--- src/sv/scsi_bch_pkg.sv ---
// Shared types and constants for the SCSI block command handler.
package scsi_bch_pkg;

  localparam int unsigned CfgIdxW  = 1;
  localparam int unsigned CfgDataW = 32;

  localparam logic [CfgIdxW-1:0] CfgWriteEnable = 1'd0;
  localparam logic [CfgIdxW-1:0] CfgSectorTotal = 1'd1;

  localparam logic [31:0] SectorTotalReset = 32'd65536;

  // Operation codes.
  localparam logic [7:0] OpcTestUnitReady = 8'h00;
  localparam logic [7:0] OpcRequestSense  = 8'h03;
  localparam logic [7:0] OpcFormatUnit    = 8'h04;
  localparam logic [7:0] OpcRead6         = 8'h08;
  localparam logic [7:0] OpcWrite6        = 8'h0A;
  localparam logic [7:0] OpcInquiry       = 8'h12;
  localparam logic [7:0] OpcModeSense6    = 8'h1A;
  localparam logic [7:0] OpcStartStop     = 8'h1B;
  localparam logic [7:0] OpcSendDiag      = 8'h1D;
  localparam logic [7:0] OpcPreventRemove = 8'h1E;
  localparam logic [7:0] OpcReadFmtCap    = 8'h23;
  localparam logic [7:0] OpcReadCapacity  = 8'h25;
  localparam logic [7:0] OpcRead10        = 8'h28;
  localparam logic [7:0] OpcWrite10       = 8'h2A;
  localparam logic [7:0] OpcReportLuns    = 8'hA0;

  // Media request kinds, also used for the pending request.
  localparam logic [1:0] XferNone  = 2'd0;
  localparam logic [1:0] XferRead  = 2'd1;
  localparam logic [1:0] XferErase = 2'd2;
  localparam logic [1:0] XferWrite = 2'd3;

  // Canned reply kinds.
  localparam logic [2:0] RespNone     = 3'd0;
  localparam logic [2:0] RespInquiry  = 3'd1;
  localparam logic [2:0] RespMode     = 3'd2;
  localparam logic [2:0] RespSense    = 3'd3;
  localparam logic [2:0] RespFmtCap   = 3'd4;
  localparam logic [2:0] RespCapacity = 3'd5;
  localparam logic [2:0] RespLuns     = 3'd6;

  // Media outcome codes.
  localparam logic [1:0] OutcomeOk     = 2'd0;
  localparam logic [1:0] OutcomeBusErr = 2'd1;

  // Action codes.
  localparam logic ActCommand = 1'b0;
  localparam logic ActReport  = 1'b1;

  // Sense keys and additional sense codes.
  localparam logic [3:0] SkNone      = 4'h0;
  localparam logic [3:0] SkMedium    = 4'h3;
  localparam logic [3:0] SkIllegal   = 4'h5;
  localparam logic [3:0] SkDataProt  = 4'h7;
  localparam logic [7:0] AscNone     = 8'h00;
  localparam logic [7:0] AscWriteErr = 8'h03;
  localparam logic [7:0] AscReadErr  = 8'h11;
  localparam logic [7:0] AscInvOpc   = 8'h20;
  localparam logic [7:0] AscLbaRange = 8'h21;
  localparam logic [7:0] AscWrProt   = 8'h27;

  localparam logic [15:0] Short6ZeroLen = 16'd256;

  typedef struct packed {
    logic       action;
    logic [7:0] opcode;
    logic [7:0] b1;
    logic [7:0] b2;
    logic [7:0] b3;
    logic [7:0] b4;
    logic [7:0] b5;
    logic [7:0] b7;
    logic [7:0] b8;
    logic [1:0] outcome;
  } item_t;

  typedef struct packed {
    logic        write_en;
    logic [31:0] sector_total;
  } cfg_t;

  typedef struct packed {
    logic [1:0]  pend_op;
    logic [31:0] pend_lba;
    logic [15:0] pend_cnt;
    logic [3:0]  sense_key;
    logic [7:0]  sense_code;
    logic [7:0]  sense_qual;
  } state_t;

  typedef struct packed {
    logic        done;
    logic        status;
    logic [1:0]  xfer;
    logic [2:0]  resp;
    logic [31:0] lba;
    logic [15:0] cnt;
    logic [3:0]  skey;
    logic [7:0]  scode;
    logic [7:0]  squal;
  } result_t;

endpackage

--- src/sv/scsi_block_command_handler_core.sv ---
// Top level of the SCSI block command handler: request and result registers, state.
// Each request (a command descriptor or a media outcome report) yields exactly one
// result. A request is taken into an input register, decoded against the sticky sense
// data and the pending media request, and written to a result register when that
// register is free or being drained; a stalled output can hold it in the input register
// first. Throughput is one request per cycle while the output does not stall, set by
// the single decode stage; a request is still taken while a result waits, and only a
// stalled output with a full input register stalls the input. Configuration writes
// take effect at once and belong to idle periods.
module scsi_block_command_handler_core (
  input  logic                               clk_i,
  input  logic                               rst_ni,
  input  logic                               cfg_we_i,
  input  logic [scsi_bch_pkg::CfgIdxW-1:0]   cfg_idx_i,
  input  logic [scsi_bch_pkg::CfgDataW-1:0]  cfg_wdata_i,
  input  logic                               in_valid_i,
  output logic                               in_stall_o,
  input  logic                               action_i,
  input  logic [7:0]                         opcode_i,
  input  logic [7:0]                         cdb_byte1_i,
  input  logic [7:0]                         cdb_byte2_i,
  input  logic [7:0]                         cdb_byte3_i,
  input  logic [7:0]                         cdb_byte4_i,
  input  logic [7:0]                         cdb_byte5_i,
  input  logic [7:0]                         cdb_byte7_i,
  input  logic [7:0]                         cdb_byte8_i,
  input  logic [1:0]                         media_outcome_i,
  output logic                               out_valid_o,
  input  logic                               out_stall_i,
  output logic                               command_done_o,
  output logic                               status_o,
  output logic [1:0]                         transfer_kind_o,
  output logic [2:0]                         response_kind_o,
  output logic [31:0]                        start_lba_o,
  output logic [15:0]                        sector_count_o,
  output logic [3:0]                         sense_key_o,
  output logic [7:0]                         sense_code_o,
  output logic [7:0]                         sense_qualifier_o
);

  scsi_bch_pkg::cfg_t    cfg;
  scsi_bch_pkg::item_t   item_d, item_q;
  scsi_bch_pkg::state_t  st_d, st_q;
  scsi_bch_pkg::result_t res_d, res_q;
  logic                  in_vld_q;
  logic                  out_vld_q;
  logic                  advance;
  logic                  in_take;

  scsi_bch_cfg u_cfg (
    .clk_i       (clk_i),
    .rst_ni      (rst_ni),
    .cfg_we_i    (cfg_we_i),
    .cfg_idx_i   (cfg_idx_i),
    .cfg_wdata_i (cfg_wdata_i),
    .cfg_o       (cfg)
  );

  scsi_bch_exec u_exec (
    .item_i (item_q),
    .cfg_i  (cfg),
    .st_i   (st_q),
    .st_o   (st_d),
    .res_o  (res_d)
  );

  // The decode stage moves whenever the result register is free or being drained.
  assign advance    = !out_vld_q || !out_stall_i;
  assign in_stall_o = in_vld_q && !advance;
  assign in_take    = in_valid_i && !in_stall_o;

  always_comb begin
    item_d.action  = action_i;
    item_d.opcode  = opcode_i;
    item_d.b1      = cdb_byte1_i;
    item_d.b2      = cdb_byte2_i;
    item_d.b3      = cdb_byte3_i;
    item_d.b4      = cdb_byte4_i;
    item_d.b5      = cdb_byte5_i;
    item_d.b7      = cdb_byte7_i;
    item_d.b8      = cdb_byte8_i;
    item_d.outcome = media_outcome_i;
  end

  always_ff @(posedge clk_i or negedge rst_ni) begin
    if (!rst_ni) begin
      in_vld_q  <= 1'b0;
      out_vld_q <= 1'b0;
      st_q      <= '0;
    end else begin
      // The input register fills on a new request and empties only when it moves on.
      in_vld_q <= in_take || (in_vld_q && !advance);
      if (advance) begin
        out_vld_q <= in_vld_q;
        if (in_vld_q) begin
          st_q <= st_d;
        end
      end
    end
  end

  always_ff @(posedge clk_i) begin
    if (in_take) begin
      item_q <= item_d;
    end
    if (advance && in_vld_q) begin
      res_q <= res_d;
    end
  end

  assign out_valid_o       = out_vld_q;
  assign command_done_o    = res_q.done;
  assign status_o          = res_q.status;
  assign transfer_kind_o   = res_q.xfer;
  assign response_kind_o   = res_q.resp;
  assign start_lba_o       = res_q.lba;
  assign sector_count_o    = res_q.cnt;
  assign sense_key_o       = res_q.skey;
  assign sense_code_o      = res_q.scode;
  assign sense_qualifier_o = res_q.squal;

endmodule

--- src/sv/scsi_bch_cfg.sv ---
// Configuration registers: write enable and medium size.
module scsi_bch_cfg (
  input  logic                                 clk_i,
  input  logic                                 rst_ni,
  input  logic                                 cfg_we_i,
  input  logic [scsi_bch_pkg::CfgIdxW-1:0]     cfg_idx_i,
  input  logic [scsi_bch_pkg::CfgDataW-1:0]    cfg_wdata_i,
  output scsi_bch_pkg::cfg_t                   cfg_o
);

  logic        write_en_q;
  logic [31:0] sector_total_q;

  always_ff @(posedge clk_i or negedge rst_ni) begin
    if (!rst_ni) begin
      write_en_q     <= 1'b0;
      sector_total_q <= scsi_bch_pkg::SectorTotalReset;
    end else if (cfg_we_i) begin
      unique case (cfg_idx_i)
        scsi_bch_pkg::CfgWriteEnable: write_en_q     <= cfg_wdata_i[0];
        scsi_bch_pkg::CfgSectorTotal: sector_total_q <= cfg_wdata_i[31:0];
        default: ;
      endcase
    end
  end

  assign cfg_o.write_en     = write_en_q;
  assign cfg_o.sector_total = sector_total_q;

endmodule

--- src/sv/scsi_bch_exec.sv ---
// Command decode, range check and media outcome handling for one request.
module scsi_bch_exec (
  input  scsi_bch_pkg::item_t   item_i,
  input  scsi_bch_pkg::cfg_t    cfg_i,
  input  scsi_bch_pkg::state_t  st_i,
  output scsi_bch_pkg::state_t  st_o,
  output scsi_bch_pkg::result_t res_o
);

  logic        is_read;
  logic        is_write;
  logic        is_short;
  logic [31:0] lba;
  logic [15:0] cnt;
  logic [32:0] end_sum;
  logic        out_of_range;

  always_comb begin
    is_read  = (item_i.opcode == scsi_bch_pkg::OpcRead6) ||
               (item_i.opcode == scsi_bch_pkg::OpcRead10);
    is_write = (item_i.opcode == scsi_bch_pkg::OpcWrite6) ||
               (item_i.opcode == scsi_bch_pkg::OpcWrite10);
    is_short = (item_i.opcode == scsi_bch_pkg::OpcRead6) ||
               (item_i.opcode == scsi_bch_pkg::OpcWrite6);
    if (is_short) begin
      lba = {11'd0, item_i.b1[4:0], item_i.b2, item_i.b3};
      // A zero length in the short form means 256 blocks.
      cnt = (item_i.b4 == 8'd0) ? scsi_bch_pkg::Short6ZeroLen : {8'd0, item_i.b4};
    end else begin
      lba = {item_i.b2, item_i.b3, item_i.b4, item_i.b5};
      cnt = {item_i.b7, item_i.b8};
    end
    end_sum      = {1'b0, lba} + {17'd0, cnt};
    out_of_range = end_sum > {1'b0, cfg_i.sector_total};
  end

  always_comb begin
    st_o  = st_i;
    res_o = '0;
    if (item_i.action == scsi_bch_pkg::ActReport) begin
      unique case (st_i.pend_op)
        scsi_bch_pkg::XferRead, scsi_bch_pkg::XferWrite: begin
          st_o.pend_op = scsi_bch_pkg::XferNone;
          res_o.done   = 1'b1;
          res_o.status = (item_i.outcome != scsi_bch_pkg::OutcomeOk);
          // A bus error leaves the sense data as it was.
          if (item_i.outcome != scsi_bch_pkg::OutcomeOk &&
              item_i.outcome != scsi_bch_pkg::OutcomeBusErr) begin
            st_o.sense_key  = scsi_bch_pkg::SkMedium;
            st_o.sense_code = (st_i.pend_op == scsi_bch_pkg::XferRead) ?
                              scsi_bch_pkg::AscReadErr : scsi_bch_pkg::AscWriteErr;
            st_o.sense_qual = scsi_bch_pkg::AscNone;
          end
        end
        scsi_bch_pkg::XferErase: begin
          if (item_i.outcome == scsi_bch_pkg::OutcomeOk) begin
            st_o.pend_op = scsi_bch_pkg::XferWrite;
            res_o.xfer   = scsi_bch_pkg::XferWrite;
          end else begin
            st_o.pend_op    = scsi_bch_pkg::XferNone;
            st_o.sense_key  = scsi_bch_pkg::SkMedium;
            st_o.sense_code = scsi_bch_pkg::AscWriteErr;
            st_o.sense_qual = scsi_bch_pkg::AscNone;
            res_o.done      = 1'b1;
            res_o.status    = 1'b1;
          end
        end
        default: ;
      endcase
    end else begin
      // A new command abandons whatever request was in flight.
      st_o.pend_op = scsi_bch_pkg::XferNone;
      if (is_read || is_write) begin
        if (is_write && !cfg_i.write_en) begin
          st_o.sense_key  = scsi_bch_pkg::SkDataProt;
          st_o.sense_code = scsi_bch_pkg::AscWrProt;
          st_o.sense_qual = scsi_bch_pkg::AscNone;
          res_o.done      = 1'b1;
          res_o.status    = 1'b1;
        end else if (out_of_range) begin
          st_o.sense_key  = scsi_bch_pkg::SkIllegal;
          st_o.sense_code = scsi_bch_pkg::AscLbaRange;
          st_o.sense_qual = scsi_bch_pkg::AscNone;
          res_o.done      = 1'b1;
          res_o.status    = 1'b1;
        end else begin
          st_o.pend_op  = is_read ? scsi_bch_pkg::XferRead : scsi_bch_pkg::XferErase;
          st_o.pend_lba = lba;
          st_o.pend_cnt = cnt;
          res_o.xfer    = st_o.pend_op;
        end
      end else begin
        res_o.done = 1'b1;
        unique case (item_i.opcode)
          scsi_bch_pkg::OpcTestUnitReady, scsi_bch_pkg::OpcStartStop,
          scsi_bch_pkg::OpcSendDiag, scsi_bch_pkg::OpcPreventRemove: ;
          scsi_bch_pkg::OpcRequestSense: begin
            res_o.resp      = scsi_bch_pkg::RespSense;
            res_o.skey      = st_i.sense_key;
            res_o.scode     = st_i.sense_code;
            res_o.squal     = st_i.sense_qual;
            st_o.sense_key  = scsi_bch_pkg::SkNone;
            st_o.sense_code = scsi_bch_pkg::AscNone;
            st_o.sense_qual = scsi_bch_pkg::AscNone;
          end
          scsi_bch_pkg::OpcFormatUnit: begin
            if (!cfg_i.write_en) begin
              st_o.sense_key  = scsi_bch_pkg::SkDataProt;
              st_o.sense_code = scsi_bch_pkg::AscWrProt;
              st_o.sense_qual = scsi_bch_pkg::AscNone;
              res_o.status    = 1'b1;
            end
          end
          scsi_bch_pkg::OpcInquiry:      res_o.resp = scsi_bch_pkg::RespInquiry;
          scsi_bch_pkg::OpcModeSense6:   res_o.resp = scsi_bch_pkg::RespMode;
          scsi_bch_pkg::OpcReadFmtCap:   res_o.resp = scsi_bch_pkg::RespFmtCap;
          scsi_bch_pkg::OpcReadCapacity: res_o.resp = scsi_bch_pkg::RespCapacity;
          scsi_bch_pkg::OpcReportLuns:   res_o.resp = scsi_bch_pkg::RespLuns;
          default: begin
            st_o.sense_key  = scsi_bch_pkg::SkIllegal;
            st_o.sense_code = scsi_bch_pkg::AscInvOpc;
            st_o.sense_qual = scsi_bch_pkg::AscNone;
            res_o.status    = 1'b1;
          end
        endcase
      end
    end
    if (res_o.xfer != scsi_bch_pkg::XferNone) begin
      res_o.lba = st_o.pend_lba;
      res_o.cnt = st_o.pend_cnt;
    end
  end

endmodule

--- config.mk ---
export PLATFORM = sky130hd
export DESIGN_NAME = scsi_block_command_handler_core
export DESIGN_NICKNAME = d
export VERILOG_FILES = /design/src/sv/scsi_bch_pkg.sv /design/src/sv/scsi_block_command_handler_core.sv /design/src/sv/scsi_bch_cfg.sv /design/src/sv/scsi_bch_exec.sv
export SDC_FILE = /design/constraint.sdc
export NUM_CORES = 1
export LEC_CHECK = 0
export BUFFER_PORTS_ARGS = -buffer_cell sky130_fd_sc_hd__buf_4
export CAP_MARGIN = 20
export CORE_MARGIN = 5
export CORE_UTILIZATION = 55
export DETAILED_ROUTE_END_ITERATION = 10
export PLACE_DENSITY = 0.78
export SYNTH_ARGS = -nofsm -noshare
export SYNTH_HDL_FRONTEND = slang
export SYNTH_SLANG_ARGS = --single-unit
--- constraint.sdc ---
create_clock -name clk_i -period 6.7 [get_ports clk_i]
set_input_delay 0.335 -clock clk_i [delete_from_list [all_inputs] [get_ports clk_i]]
set_output_delay 0.335 -clock clk_i [all_outputs]
set_load 0.05 [all_outputs]
==> impl_metrics.py <==
metrics = {
    "status": {
        "status": "finished clean",
    },
    "pwr": {
        "p_sw_mw": 0.973,
        "vdd_drop_max_mv": 0.187,
        "sw_frac_of_total_pct": 28.0,
        "p_comb_share_pct": 19.1,
        "p_leak_nw": 6.14,
        "seqPwrFrac_pct": 46.3,
        "p_total_mw": 3.47,
        "p_int_mw": 2.50,
        "p_per_area_nw_per_um2": 257,
        "clockPowerShare_pct": 34.7,
    },
    "route": {
        "via_count": 8097,
        "drt_wl_total_um": 27400,
        "firstDrtPassIters": 6,
        "vias_per_cell": 5.51,
        "drtAntennaViolNets": 0,
        "drcViolationCount": 0,
        "drtIter0Drc": 753,
        "wire_per_inst_um": 18.7,
    },
    "synth": {
        "synth_common_cells": "nand2_1 (129), edfxtp_1 (126), dfrtp_1 (91), inv_1 (84)",
        "netlist_area_um2": 10700,
        "synth.avg_cell_area_um2": 11.1,
        "synth_ff_type": "edfxtp_1",
        "synth.most_common_cell": "nand2_1",
        "postSynth.asyncResetShare_pct": 42.2,
        "synth.top_cell.area_share_pct": 35.3,
        "syn_inst": 963,
        "synth_edf_count": 126,
        "yosys-top-cells-area": "edfxtp_1 (35%), dfrtp_1 (21%), ha_1 (5.6%)",
        "yosysSeqAreaShare_pct": 56.8,
        "ys_warn_count": 0,
        "ys_seq_elements": 218,
        "synth_area_leader_cell": "edfxtp_1",
        "yosysUniqueCellTypes": 69,
    },
    "placement": {
        "place_inst": 1370,
        "dp_slack_ns": 0.392,
        "gp_congestion": 0.930,
        "post_dp_cell_area_um2": 12200,
        "port_buffers": 166,
        "place_hpwl_um": 18700,
    },
    "finish": {
        "fin_cells": 1470,
        "fin_util_pct": 70.0,
        "drive_above_1_share_pct": 22.2,
        "area_delta_synth_final_pct": 26.3,
        "insertedDiodeCount": 0,
        "nFillCells": 1368,
        "final_nets": 1342,
        "multi_input_area_um2": 4100,
        "finish.instance_area_um2": 13500,
        "ff_latch_area_um2": 6090,
    },
    "clocking": {
        "clock_path_buffers": 3,
        "numCtsBuffers": 23,
        "cts_setup_buffers": 0,
        "clk_pin_slew_ns": 0.06,
        "ctsRootBufferMaster": "clkbuf_16",
        "cts_tree": "yes",
        "clock-sinks": 218,
        "cts_htree_levels": 1,
        "clock_latency_ns": 0.51,
    },
    "timing": {
        "whs_ns": 0.0173,
        "setup_slack_ns": 0.334,
        "fmax_ghz": 0.157,
        "hold_viol_final": 0,
        "finClkSkew_ns": 0.0198,
        "period_minus_slack_ns": 6.37,
        "finalSetupTns_ns": 0,
        "final-setup-viol-count": 0,
        "rsz0062_at_grt": "no",
        "slew_viol_final": 0,
        "max_slew_margin_pct": 39.0,
        "tightest_slew_ns": 0.890,
        "finalCritPeriodShare_pct": 95.0,
    },
    "worst_setup_path": {
        "end_kind": "register",
        "rrSetupSlack_ns": 0.33,
        "cp.arrival_ns": 6.63,
        "path_class": "reg2reg",
        "start_kind": "register",
        "r2r-start": "item_q[65]",
        "r2r_cells": 23,
        "critPathMaxFanout": 48,
        "r2r-end": "start_lba_o[10]",
        "cp.required_ns": 6.96,
    },
    "floorplanning": {
        "io_pins": 182,
        "initial_core_util_pct": 55.4,
        "die_w_um": 150,
        "fp-row-count": 51,
        "die_area_um2": 22400,
        "dieHeight_um": 150,
        "core_region_area_um2": 19300,
    },
    "global_route": {
        "grt_max_degree": 97,
        "grt_pass1_wl_um": 42300,
        "use_met3_pct": 3.69,
        "globalRouteOverflowTotal": 0,
        "grt_pass1_vias": 7858,
        "antenna_found_initial": 0,
        "gr-max-usage-layer": "met2",
        "grt_use_met2_pct": 38.2,
        "grt_use_met1_pct": 35.4,
        "grt_use_total_pct": 24.1,
    },
    "hold_path": {
        "min_from": "opcode_i[5]",
        "worst_hold_path.endpoint": "item_q[63]",
        "hold_depth": 1,
        "min_path_type": "in2reg",
    },
    "flow_run": {
        "maxCapViolCount": 0,
    },
}
area by class of cell:
cell class	instances	area share (%)
inverter	85	2.36
tap	265	2.45
sequential	218	45.0
timing repair buffer	240	14.7
clock buffer	33	4.68
multi-input combinational	620	30.3
clock inverter	9	0.527
cells in the final DEF, fill, tap and decap left out, drive strengths merged, types with 6 or more instances in the layout:
master	n
a21o	8
and3	15
nor2	34
xor2	9
xnor2	15
and2	6
a21oi	38
clkbuf	33
a22o	8
mux2i	31
nor4	7
clkinv	8
buf	182
nand4	16
mux2	35
nand2	130
dlygate4sd3	58
conb	12
o21ai	104
ha	48
inv	85
nand3	18
dfrtp	91
edfxtp	126
nor3	13
nand2b	12
layer usage:
| metal | vias up | part of all wire, % |
|---|---|---|
| met5 | - | 0 |
| met4 | 0 | 2.1 |
| met3 | 46 | 8.5 |
| met2 | 372 | 46 |
| met1 | 3801 | 43 |
| li1 | 3878 | - |
power groups by stage:
stage	clock network [mW]	registers (mW)	logic, mW
floorplan	0	1.70	0.343
detailed placement	0	1.63	0.626
finish	1.20	1.61	0.663
global route	1.28	1.62	0.724
global placement	0	1.63	0.613
CTS	1.21	1.60	0.654
cell families after synthesis:
kind of cell | after synthesis | share of synthesized area (%)
simple gates | 264 | 11.5
other cells | 1 | 0.0350
mux | 66 | 6.58
buf+inv | 136 | 5.56
compound gates | 205 | 11.7
xor+xnor | 24 | 1.96
fa+ha+maj | 49 | 5.80
flops | 218 | 56.8
worst max-delay path by stage:
| stage | start | cells after the start | to |
|---|---|---|---|
| global placement | item_q[64] | 26 | start_lba_o[30] |
| detailed placement | item_q[65] | 24 | start_lba_o[23] |
| CTS | item_q[65] | 26 | start_lba_o[23] |
| floorplan | item_q[64] | 28 | st_q[52] |
| finish | item_q[65] | 23 | start_lba_o[10] |
| global route | item_q[65] | 26 | st_q[9] |
registers in the layout (all words and copies together) (netlist names), 2 cells and up:
signal,flops
item_q,64
response_kind_o,3
sector_count_o,16
sense_code_o,5
sense_key_o,2
st_q,57
start_lba_o,32
transfer_kind_o,2
u_cfg.sector_total_q,32
repair_timing:
action                     in CTS  in global routing
hold endpoints to repair       88                  7
gates resized for setup         0                  4
setup endpoints to repair       0                 12
hold buffers                   51                  7
worst max-delay path, stage by stage (launching register included):
cell	delay, ns
edfxtp_1	0.50
nor4_2	0.35
nand3_2	0.15
buf_12	0.24
mux2i_1	0.28
inv_1	0.12
ha_1	0.36
a2111oi_0	0.43
o21ai_0	0.28
a31oi_2	0.26
a21oi_1	0.14
o2bb2ai_1	0.19
nand4_1	0.15
mux2_2	0.35
ha_1	0.30
nand4_1	0.16
nor4_1	0.35
buf_4	0.18
nand4_1	0.08
a21boi_0	0.16
a41oi_2	0.28
o211ai_2	0.17
buf_12	0.21
o21ai_0	0.39
No activity file was read; power rests on OpenSTA's default activity.
